File: config.mk
export PLATFORM = sky130hd
export DESIGN_NAME = six_step_commutation_controller
export DESIGN_NICKNAME = d
export VERILOG_FILES = /design/src/hdl/ssc_pkg.sv /design/src/hdl/six_step_commutation_controller.sv /design/src/hdl/ssc_cmd.sv /design/src/hdl/ssc_seq.sv
export SDC_FILE = /design/constraint.sdc
export NUM_CORES = 1
export LEC_CHECK = 0
export ABC_AREA = 1
export BUFFER_PORTS_ARGS = -buffer_cell sky130_fd_sc_hd__buf_2
export CAP_MARGIN = 0
export CORE_MARGIN = 2
export CORE_UTILIZATION = 55
export DETAILED_ROUTE_END_ITERATION = 16
export PLACE_DENSITY = 0.81
export SYNTH_ARGS = -nofsm -noshare
export SYNTH_HDL_FRONTEND = slang
export SYNTH_SLANG_ARGS = --single-unit
File: constraint.sdc
create_clock -name clk -period 5.2 [get_ports clk]
set_input_delay 1.04 -clock clk [delete_from_list [all_inputs] [get_ports clk]]
set_output_delay 1.04 -clock clk [all_outputs]
set_load 0.01 [all_outputs]
File: src/hdl/ssc_pkg.sv
// Shared types, codes and the commutation table for the six-step controller.
// No dependencies; used by every module under hdl/.
package ssc_pkg;

  localparam int unsigned CNT_W  = 19;   // tick counter width
  localparam int unsigned HOLD_W = 15;   // 50 + 65*255 fits in 15 bits

  localparam logic [7:0] CMD_NONE  = 8'h00;
  localparam logic [7:0] CMD_TIME  = 8'h54;  // 'T'
  localparam logic [7:0] CMD_STATE = 8'h53;  // 'S'
  localparam logic [7:0] RPL_ACK   = 8'h41;  // 'A'
  localparam logic [7:0] RPL_ERR   = 8'h45;  // 'E'
  localparam logic [7:0] RPL_NONE  = 8'h00;

  localparam logic [7:0] ST_OFF     = 8'd0;
  localparam logic [7:0] ST_STANDBY = 8'd1;
  localparam logic [7:0] ST_RUN     = 8'd2;

  localparam logic [2:0] LED_OFF     = 3'd1;
  localparam logic [2:0] LED_STANDBY = 3'd2;
  localparam logic [2:0] LED_RUN     = 3'd4;
  localparam logic [2:0] LED_FAULT   = 3'd5;

  localparam logic [7:0] STEP_TIME_RST = 8'd75;
  localparam logic [7:0] FIDELITY_RST  = 8'd3;
  localparam logic [2:0] LAST_STEP     = 3'd5;
  localparam logic [HOLD_W-1:0] HOLD_BASE  = 15'd50;
  localparam logic [6:0]        HOLD_SCALE = 7'd65;

  typedef enum logic [1:0] {
    ACT_IDLE  = 2'd0,
    ACT_BURST = 2'd1,
    ACT_BLINK = 2'd2
  } act_t;

  // command parser -> sequencer
  typedef struct packed {
    logic [7:0]        op_state;
    logic [HOLD_W-1:0] hold;
  } cmd_stat_t;

  // sequencer -> output stage
  typedef struct packed {
    act_t       act;
    logic [5:0] gates;
    logic       blink;
  } seq_stat_t;

  function automatic logic [5:0] step_gates(input logic [2:0] idx);
    logic [5:0] g;
    case (idx)
      3'd0:    g = 6'h09;
      3'd1:    g = 6'h21;
      3'd2:    g = 6'h24;
      3'd3:    g = 6'h06;
      3'd4:    g = 6'h12;
      3'd5:    g = 6'h18;
      default: g = 6'h00;
    endcase
    return g;
  endfunction

  function automatic logic [HOLD_W-1:0] hold_of(input logic [7:0] t);
    logic [HOLD_W-1:0] p;
    p = HOLD_W'(t) * HOLD_W'(HOLD_SCALE);
    return p + HOLD_BASE;
  endfunction

endpackage

File: src/hdl/six_step_commutation_controller.sv
// Six-step commutation controller, top level.
// Uses ssc_pkg, ssc_cmd and ssc_seq.
//
// Input stream: in_tuser[0] is the item kind (0 = one-microsecond tick,
// 1 = received serial byte), in_tdata carries the byte. Every item yields
// exactly one result on the output stream: gate pattern, mode LEDs,
// activity LED and an optional reply byte ('A' or 'E').
// Serial commands are two bytes: 'T' v sets the step time, 'S' v sets the
// operating state. In RUN each tick sampled between bursts starts a burst of
// fidelity+1 electrical cycles, each step held 50+65*step_time ticks.
// cfg_we/cfg_wdata write the fidelity count; write it only while idle.
// Path: an accepted item enters the input register, then the result register,
// which drives out_tvalid. Throughput: one item per cycle while out_tready
// stays high, set by the single update pass between the two registers.
// A full result register with out_tready low holds its item; one more item
// waits in the input register, after which in_tready drops.
// Reset (rst_n low, synchronous): state OFF, step time 75, fidelity 3,
// no command pending, gates off, both streams empty.
module six_step_commutation_controller #(
  parameter int unsigned BLINK_HALF_TICKS = 500000
) (
  input  logic        clk,
  input  logic        rst_n,
  input  logic        in_tvalid,
  output logic        in_tready,
  input  logic [7:0]  in_tdata,   // [7:0] rx_byte
  input  logic [0:0]  in_tuser,   // [0] mode
  output logic        out_tvalid,
  input  logic        out_tready,
  output logic [23:0] out_tdata,  // [5:0] phase_drive, [8:6] mode_leds,
                                  // [9] activity_led, [10] reply_valid,
                                  // [18:11] reply_byte, [23:19] zero
  input  logic        cfg_we,
  input  logic [7:0]  cfg_wdata   // fidelity_count
);

  logic        in_v_r;
  logic        in_mode_r;
  logic [7:0]  in_byte_r;
  logic        proc_en;
  logic [7:0]  fid_r;
  logic        out_v_r;
  logic [23:0] out_d_r;

  ssc_pkg::cmd_stat_t cmd_cur, cmd_nxt;
  ssc_pkg::seq_stat_t seq_nxt;
  logic               rpl_v;
  logic [7:0]         rpl_b;
  logic [2:0]         leds;

  assign proc_en   = in_v_r && (!out_v_r || out_tready);
  assign in_tready = !in_v_r || proc_en;

  always_ff @(posedge clk) begin
    if (!rst_n) begin
      in_v_r <= 1'b0;
      fid_r  <= ssc_pkg::FIDELITY_RST;
    end else begin
      if (in_tready) in_v_r <= in_tvalid;
      if (cfg_we) fid_r <= cfg_wdata;
    end
  end

  always_ff @(posedge clk) begin
    if (in_tvalid && in_tready) begin
      in_mode_r <= in_tuser[0];
      in_byte_r <= in_tdata;
    end
  end

  ssc_cmd u_cmd (
    .clk         (clk),
    .rst_n       (rst_n),
    .byte_en     (proc_en && in_mode_r),
    .rx_byte     (in_byte_r),
    .stat_cur    (cmd_cur),
    .stat_nxt    (cmd_nxt),
    .reply_valid (rpl_v),
    .reply_byte  (rpl_b)
  );

  ssc_seq #(
    .BLINK_HALF_TICKS (BLINK_HALF_TICKS)
  ) u_seq (
    .clk      (clk),
    .rst_n    (rst_n),
    .tick_en  (proc_en && !in_mode_r),
    .fidelity (fid_r),
    .cmd      (cmd_cur),
    .stat_nxt (seq_nxt)
  );

  always_comb begin
    case (seq_nxt.act)
      ssc_pkg::ACT_BURST: leds = ssc_pkg::LED_RUN;
      ssc_pkg::ACT_BLINK: leds = ssc_pkg::LED_STANDBY;
      default: begin
        if (cmd_nxt.op_state == ssc_pkg::ST_OFF) leds = ssc_pkg::LED_OFF;
        else if (cmd_nxt.op_state == ssc_pkg::ST_STANDBY) leds = ssc_pkg::LED_STANDBY;
        else if (cmd_nxt.op_state == ssc_pkg::ST_RUN) leds = ssc_pkg::LED_RUN;
        else leds = ssc_pkg::LED_FAULT;
      end
    endcase
  end

  always_ff @(posedge clk) begin
    if (!rst_n) begin
      out_v_r <= 1'b0;
    end else if (!out_v_r || out_tready) begin
      out_v_r <= in_v_r;
    end
  end

  always_ff @(posedge clk) begin
    if (proc_en) begin
      out_d_r <= {5'd0, rpl_b, rpl_v, seq_nxt.blink, leds, seq_nxt.gates};
    end
  end

  assign out_tvalid = out_v_r;
  assign out_tdata  = out_d_r;

endmodule

File: src/hdl/ssc_cmd.sv
// Serial command parser: pending command, step time (kept as its hold count)
// and operating state, plus the reply byte. Depends on ssc_pkg.
module ssc_cmd (
  input  logic                  clk,
  input  logic                  rst_n,
  input  logic                  byte_en,     // a serial item is processed
  input  logic [7:0]            rx_byte,
  output ssc_pkg::cmd_stat_t    stat_cur,    // before this item
  output ssc_pkg::cmd_stat_t    stat_nxt,    // after this item
  output logic                  reply_valid,
  output logic [7:0]            reply_byte
);

  logic [7:0]                 pend_r, pend_nxt;
  logic [7:0]                 op_r, op_nxt;
  logic [ssc_pkg::HOLD_W-1:0] hold_r, hold_nxt;

  always_comb begin
    pend_nxt    = pend_r;
    op_nxt      = op_r;
    hold_nxt    = hold_r;
    reply_valid = 1'b0;
    reply_byte  = ssc_pkg::RPL_NONE;
    if (byte_en) begin
      if (pend_r == ssc_pkg::CMD_NONE) begin
        pend_nxt = rx_byte;
      end else begin
        reply_valid = 1'b1;
        pend_nxt    = ssc_pkg::CMD_NONE;
        if (pend_r == ssc_pkg::CMD_TIME) begin
          hold_nxt   = ssc_pkg::hold_of(rx_byte);
          reply_byte = ssc_pkg::RPL_ACK;
        end else if (pend_r == ssc_pkg::CMD_STATE) begin
          op_nxt     = rx_byte;
          reply_byte = ssc_pkg::RPL_ACK;
        end else begin
          reply_byte = ssc_pkg::RPL_ERR;
        end
      end
    end
  end

  always_ff @(posedge clk) begin
    if (!rst_n) begin
      pend_r <= ssc_pkg::CMD_NONE;
      op_r   <= ssc_pkg::ST_OFF;
      hold_r <= ssc_pkg::hold_of(ssc_pkg::STEP_TIME_RST);
    end else begin
      pend_r <= pend_nxt;
      op_r   <= op_nxt;
      hold_r <= hold_nxt;
    end
  end

  assign stat_cur.op_state = op_r;
  assign stat_cur.hold     = hold_r;
  assign stat_nxt.op_state = op_nxt;
  assign stat_nxt.hold     = hold_nxt;

endmodule

File: src/hdl/ssc_seq.sv
// Tick sequencer: burst of six-step cycles, standby blink, gate pattern.
// Depends on ssc_pkg; takes operating state and hold count from ssc_cmd.
module ssc_seq #(
  parameter int unsigned BLINK_HALF_TICKS = 500000
) (
  input  logic                clk,
  input  logic                rst_n,
  input  logic                tick_en,    // a tick item is processed
  input  logic [7:0]          fidelity,
  input  ssc_pkg::cmd_stat_t  cmd,
  output ssc_pkg::seq_stat_t  stat_nxt
);

  localparam logic [ssc_pkg::CNT_W-1:0] BLINK_LIM = ssc_pkg::CNT_W'(BLINK_HALF_TICKS);

  ssc_pkg::act_t               act_r, act_nxt;
  logic [2:0]                  step_r, step_nxt;
  logic [7:0]                  cyc_r, cyc_nxt;
  logic [ssc_pkg::CNT_W-1:0]   cnt_r, cnt_nxt;
  logic [5:0]                  gate_r, gate_nxt;
  logic                        blink_r, blink_nxt;

  always_comb begin
    logic [ssc_pkg::CNT_W-1:0] cnt_inc;
    logic                      go;
    act_nxt   = act_r;
    step_nxt  = step_r;
    cyc_nxt   = cyc_r;
    cnt_nxt   = cnt_r;
    gate_nxt  = gate_r;
    blink_nxt = blink_r;
    go        = tick_en;
    // the sampling tick also counts as the first tick of what it starts
    if (tick_en && act_r == ssc_pkg::ACT_IDLE) begin
      if (cmd.op_state == ssc_pkg::ST_RUN) begin
        act_nxt  = ssc_pkg::ACT_BURST;
        step_nxt = 3'd0;
        cyc_nxt  = fidelity;
        cnt_nxt  = '0;
        gate_nxt = ssc_pkg::step_gates(3'd0);
      end else if (cmd.op_state == ssc_pkg::ST_STANDBY) begin
        act_nxt   = ssc_pkg::ACT_BLINK;
        cnt_nxt   = '0;
        blink_nxt = 1'b1;
      end else begin
        go = 1'b0;
      end
    end
    cnt_inc = cnt_nxt + 1'b1;
    if (go) begin
      case (act_nxt)
        ssc_pkg::ACT_BURST: begin
          if (cnt_inc >= ssc_pkg::CNT_W'(cmd.hold)) begin
            cnt_nxt = '0;
            if (step_nxt >= ssc_pkg::LAST_STEP) begin
              if (cyc_nxt == 8'd0) begin
                act_nxt = ssc_pkg::ACT_IDLE;
              end else begin
                cyc_nxt  = cyc_nxt - 8'd1;
                step_nxt = 3'd0;
                gate_nxt = ssc_pkg::step_gates(3'd0);
              end
            end else begin
              step_nxt = step_nxt + 3'd1;
              gate_nxt = ssc_pkg::step_gates(step_nxt);
            end
          end else begin
            cnt_nxt = cnt_inc;
          end
        end
        ssc_pkg::ACT_BLINK: begin
          if (cnt_inc >= BLINK_LIM) begin
            cnt_nxt = '0;
            if (blink_nxt) blink_nxt = 1'b0;
            else act_nxt = ssc_pkg::ACT_IDLE;
          end else begin
            cnt_nxt = cnt_inc;
          end
        end
        default: begin
          cnt_nxt = cnt_inc;
          act_nxt = ssc_pkg::ACT_IDLE;
        end
      endcase
    end
  end

  always_ff @(posedge clk) begin
    if (!rst_n) begin
      act_r   <= ssc_pkg::ACT_IDLE;
      step_r  <= 3'd0;
      cyc_r   <= 8'd0;
      cnt_r   <= '0;
      gate_r  <= 6'd0;
      blink_r <= 1'b0;
    end else begin
      act_r   <= act_nxt;
      step_r  <= step_nxt;
      cyc_r   <= cyc_nxt;
      cnt_r   <= cnt_nxt;
      gate_r  <= gate_nxt;
      blink_r <= blink_nxt;
    end
  end

  assign stat_nxt.act   = act_nxt;
  assign stat_nxt.gates = gate_nxt;
  assign stat_nxt.blink = blink_nxt;

endmodule

After elaboration in Yosys (flattened, before gate mapping). Index checks and enable logic that the tools add are counted.

Register bits after elaboration: 108. Bits of input ports: 22. Output and inout bits: 26.

$add $sub $neg: 4. $mul: 1. $lt $le $gt $ge: 3. Equality and inequality tests: 15. Mux-type cells: 60. Bitwise logic cells: 2. Reduce and logical (&&, ||, !) cells: 18.

Operators with widths (number): two-way mux 19 bit (6); two-way mux 8 bit (12); two-way mux 6 bit (7); case mux 19 bit (2 select lines) (1); case mux 6 bit (6 select lines) (1); two-way mux 3 bit (10); zero test 8 bit (3); adder 19 x 1 -> 19 bit, second input constant (1); >= comparator 19 x 15 -> 1 bit (1); >= comparator 19 bit, second input constant (1); two-way mux 2 bit (9); equality test 8 x 1 -> 1 bit, second input constant (2); equality test 8 x 2 -> 1 bit, second input constant (2); equality test 8 x 7 -> 1 bit, second input constant (2); adder 15 x 6 -> 15 bit, second input constant (1); multiplier 8 x 7 -> 15 bit, second input constant (1); two-way mux 1 bit (11); subtractor 8 x 1 -> 8 bit, second input constant (1); two-way mux 7 bit (1); equality test 3 x 2 -> 1 bit, second input constant (2); equality test 3 bit, second input constant (2); case mux 3 bit (2 select lines) (1); logical AND 1 bit (5); equality test 2 x 1 -> 1 bit, second input constant (2); other kinds (13) (18).

Depth between registers and ports, before layout.
Depth after elaboration: 14. Depth in mapped cells: 35.

Hierarchy. Synthesis repeated with hierarchy kept, for this count alone.

Cells, all modules: 952. Area total of the unflattened synthesis: 6927.9 sq um.

Modules (own cells, without submodules): ssc_seq (times used 1, cells each 576, area each 3606.0 sq um, sequential area each 780.7 sq um); ssc_cmd (times used 1, cells each 262, area each 1911.8 sq um, sequential area each 620.6 sq um); six_step_commutation_controller (times used 1, cells each 114, area each 1410.1 sq um, sequential area each 1041.0 sq um).

Worst setup path after synthesis. Ideal clock, no wire load.

Path type: input to register. Start: in out_tready. End: reg out_d_r[8], in the netlist out_tdata[8], data pin. Library setup time: 255 ps. Arrival: 4478 ps. Setup slack: 467 ps. Stages: 32. Cells stage by stage: inv_2 > nand2_2 > nand2_2 > nor3_4 > nand2_4 > buf_8 > nand2_1 > inv_1 > ha_1 > nand2_1 > inv_1 > nand3_1 > inv_1 > nand2_1 > xnor2_1 > inv_1 > ha_1 > nand2_1 > nor4_1 > nand2_1 > nor2_1 > nand3_2 > nand4_2 > nand3_1 > nand2_1 > nand2_1 > nand2_1 > inv_1 > ha_1 > nand3b_1 > o21ai_0 > inv_1.

RTL lines: from (decl) (RTL line six_step_commutation_controller.sv:29) `input logic out_tready,`; to (signal assigned) (RTL line six_step_commutation_controller.sv:116) `out_d_r <= {5'd0, rpl_b, rpl_v, seq_nxt.blink, leds, seq_nxt.gates};`; to (decl) (RTL line six_step_commutation_controller.sv:43) `logic [23:0] out_d_r;`.

==> flow_metrics.env <==
export IMPL_number_of_buffers_added_by_the_clock_tree_synthesis_step=9
export IMPL_power_per_cell_area_mw_per_mm2=233.2
export IMPL_clock_sinks=102
export IMPL_finish_net_count=905
export IMPL_pins_over_their_slew_limit=0
export IMPL_synth_edff_count=22
export IMPL_post_synth_num_cell_types=50
export IMPL_cts_path_max_buffers=2
export IMPL_grt_start_max_net_pins=54
export IMPL_fin_crit_ns=4.760
export IMPL_startpoint="out_tready"
export IMPL_insertedDiodeCount=0
export IMPL_gpl_final_weighted_congestion=0.9302
export IMPL_p_total_mw=1.511
export IMPL_portBuffers=37
export IMPL_fraction_of_the_yosys_area_taken_by_sequential_cells_pct=37.56
export IMPL_utilization_after_layout_pct=60.32
export IMPL_die_area_mm2=0.01180
export IMPL_worst_reg2reg_path_startpoint="u_cmd.op_r[4]"
export IMPL_first_pass_iters=5
export IMPL_route_detailed_drc=0
export IMPL_worstSetupEndpoint="out_tdata[8]"
export IMPL_worst_slew_pin_slew_ns=1.132
export IMPL_status="finished, final reports clean"
export IMPL_fin_cells=989
export IMPL_placed_area_mm2=0.006237
export IMPL_wire_length_of_the_first_global_routing_pass_um=21520
export IMPL_leakagePower_nw=3.133
export IMPL_end_kind="flip-flop"
export IMPL_die_w_um=108.7
export IMPL_pre_cts_slack_ns=0.04784
export IMPL_critical_path_class="input pin to flip-flop"
export IMPL_setup_total_negative_slack_ns=0
export IMPL_fin_hold_ws_ns=0.4742
export IMPL_holdBufCountCts=0
export IMPL_ys_warnings_count=0
export IMPL_drt_first_iter_violations=299
export IMPL_globalRoute_totalOverflow=0
export IMPL_post_route_worst_setup_slack_ns=0.4402
export IMPL_worst_path_clk_slew_ns=0.12
export IMPL_floorplan_core_area_mm2=0.01075
export IMPL_timing_critical_path_slowest_cell_delay_ns=0.32
export IMPL_rr_endpoint="out_tdata[8]"
export IMPL_postSynth_asyncResetShare_pct=0
export IMPL_syn2layout_area_growth_pct=7.603
export IMPL_final_number_of_setup_violating_endpoints=0
export IMPL_timing_reg2reg_setup_slack_ns=0.77
export IMPL_yosys_most_used_dff="sky130_fd_sc_hd__dfxtp_1"
export IMPL_grt_antenna_before_repair=0
export IMPL_vdd_ir_drop_max_v=0.0001712
export IMPL_finClkSkew_ns=0.01992
export IMPL_max_slew_margin_pct=23.83
export IMPL_post_route_fraction_of_the_period_consumed_by_the_critical_path_pct=91.54
export IMPL_critical_path_maximum_fanout=6
export IMPL_avgSynthCellArea_um2=7.381
export IMPL_fill_cells=1003
export IMPL_register_bit_total_from_synthesis=102
export IMPL_hold_viol=0
export IMPL_starting_density_of_the_core_pct=56.05
export IMPL_std_cell_rows=38
export IMPL_rsz0062_at_grt="no"
export IMPL_finalWirelength_um=13000
export IMPL_design_portCount=48
export IMPL_netlist_instances=816
export IMPL_drv_max_cap_violation_count=0
export IMPL_post_cts_resized=0
export IMPL_hpwlAfterDp_um=9276
export IMPL_clock_latency_ns=0.38
export IMPL_timing_critical_path_mode_cell="sky130_fd_sc_hd__nand2_1"
export IMPL_placed_cells_incl_taps=972
export IMPL_groute_usage_overall_pct=22.89
export IMPL_cts_root_buf="sky130_fd_sc_hd__clkbuf_8"
export IMPL_grt_pass1_vias=4764
export IMPL_hp_class="flip-flop to flip-flop"
export IMPL_clock_tree_htree_level_count=3
export IMPL_max_freq_ghz=0.2101
export IMPL_endpoint_arrival_time_on_the_critical_path_ns=4.91
export IMPL_layout_drive_gt1_share_pct=11.90
export IMPL_critPathLaunchType="input pin"
export IMPL_height_of_the_chip_um=108.7
export IMPL_post_drt_wl_per_cell_um=13.14
export IMPL_postLayoutCellArea_mm2=0.006481
export IMPL_postCtsSetupBuffers=0
export IMPL_num_vias=5261
export IMPL_critPathRequiredTime_ns=5.35
export IMPL_timing_critical_path_slowest_stage_cell="sky130_fd_sc_hd__ha_1"
export IMPL_drt_vias_per_instance=5.320
export IMPL_synth_cell_area_mm2=0.006023
export IMPL_rr_worst_depth=32
export IMPL_tritoncts="yes"
export IMPL_ant_nets=0
metal layers:
metal  global-route usage (%)  routed length [µm]
met1                    31.33                5973
met5                        0                   0
met2                    36.92                5928
met4                    8.059                 261
met3                    3.467                 834
sequential cells by signal (all words and copies together), names as in the netlist, 2 cells and up:
name,flops
out_tdata,13
u_seq.step_r,3
u_seq.gate_r,6
u_cmd.hold_r,15
u_seq.cyc_r,8
fid_r,8
in_byte_r,8
u_cmd.pend_r,8
u_cmd.op_r,8
u_seq.cnt_r,19
u_seq.act_r,2
area by class of cell:
class / count / area [µm²] / area share (%)
Sequential cell: 102 / 2262 / 34.90
Clock buffer: 9 / 123.9 / 1.911
Clock inverter: 7 / 112.6 / 1.737
Timing Repair Buffer: 43 / 230.2 / 3.552
Multi-Input combinational cell: 571 / 3136 / 48.38
Tap cell: 140 / 175.2 / 2.703
Inverter: 117 / 441.7 / 6.815
power by group:
group / switching (mW) / internal (mW)
combinational: 0.0560 / 0.0311
clock: 0.305 / 0.282
sequential: 0.0131 / 0.824
critical path: cells and delay by family:
family          cells  cell delay, ns
compound gates      1            0.09
fa+ha+maj           3            0.86
xor+xnor            1            0.13
simple gates       19            2.25
buf+inv             8            0.55
synth_stat cells (all sizes together) (2+ instances only):
master,number,area [µm²]
nand2,176,680.7
inv,117,441.7
dfxtp,80,1602
nor2,80,325.3
nand3,73,432.9
a21oi,62,314.1
o21ai,47,246.5
ha,39,488.0
edfxtp,22,660.6
buf,21,163.9
clkbuf,14,53.80
nand4,12,81.33
xor2,12,105.1
nor3,11,76.33
or2,10,62.56
o211ai,6,45.04
xnor2,5,43.79
nand3b,4,30.03
o22ai,4,25.02
nor4,3,18.77
o21a,3,22.52
a31oi,2,12.51
and2,2,12.51
and3,2,12.51
o31ai,2,15.01
how the worst min path moves through the flow:
stage,to,cells after the start,slack [ns],start
2_1_floorplan,fid_r[1],2,0.43,fid_r[1]
3_3_place_gp,fid_r[1],2,0.46,fid_r[1]
3_5_place_dp,fid_r[1],2,0.46,fid_r[1]
4_1_cts,u_seq.cnt_r[17],2,0.48,u_seq.cnt_r[17]
5_1_grt,u_cmd.pend_r[4],2,0.50,u_cmd.pend_r[4]
6_report,u_seq.cnt_r[17],2,0.47,u_seq.cnt_r[17]
kinds of logic after synthesis:
family	Yosys count	synth area share, %
AOI/OAI and AO/OA	131	11.97
xor gates and xnor gates	17	2.472
adders and majority gates	39	8.101
buffers and inverters	152	10.95
DFF	102	37.56
other	1	0.06226
and+or+nand+nor	374	28.90
cell usage in the layout (no fill, tap or decap), types with 4 or more instances in the layout:
cell type / n
sky130_fd_sc_hd__o22ai_1: 4
sky130_fd_sc_hd__nand2_1: 172
sky130_fd_sc_hd__o211ai_1: 6
sky130_fd_sc_hd__xor2_1: 12
sky130_fd_sc_hd__nand4_1: 11
sky130_fd_sc_hd__inv_2: 4
sky130_fd_sc_hd__nor2_2: 4
sky130_fd_sc_hd__xnor2_1: 5
sky130_fd_sc_hd__nand3_1: 64
sky130_fd_sc_hd__nand3_2: 6
sky130_fd_sc_hd__conb_1: 10
sky130_fd_sc_hd__buf_4: 6
sky130_fd_sc_hd__a21oi_1: 61
sky130_fd_sc_hd__edfxtp_1: 22
sky130_fd_sc_hd__inv_1: 112
sky130_fd_sc_hd__nor2_1: 74
sky130_fd_sc_hd__nor3_1: 8
sky130_fd_sc_hd__o21ai_0: 41
sky130_fd_sc_hd__ha_1: 39
sky130_fd_sc_hd__nand3b_1: 4
sky130_fd_sc_hd__buf_2: 37
sky130_fd_sc_hd__clkbuf_8: 9
sky130_fd_sc_hd__dfxtp_1: 80
sky130_fd_sc_hd__or2_2: 10
(Power assumes the default switching activity.)
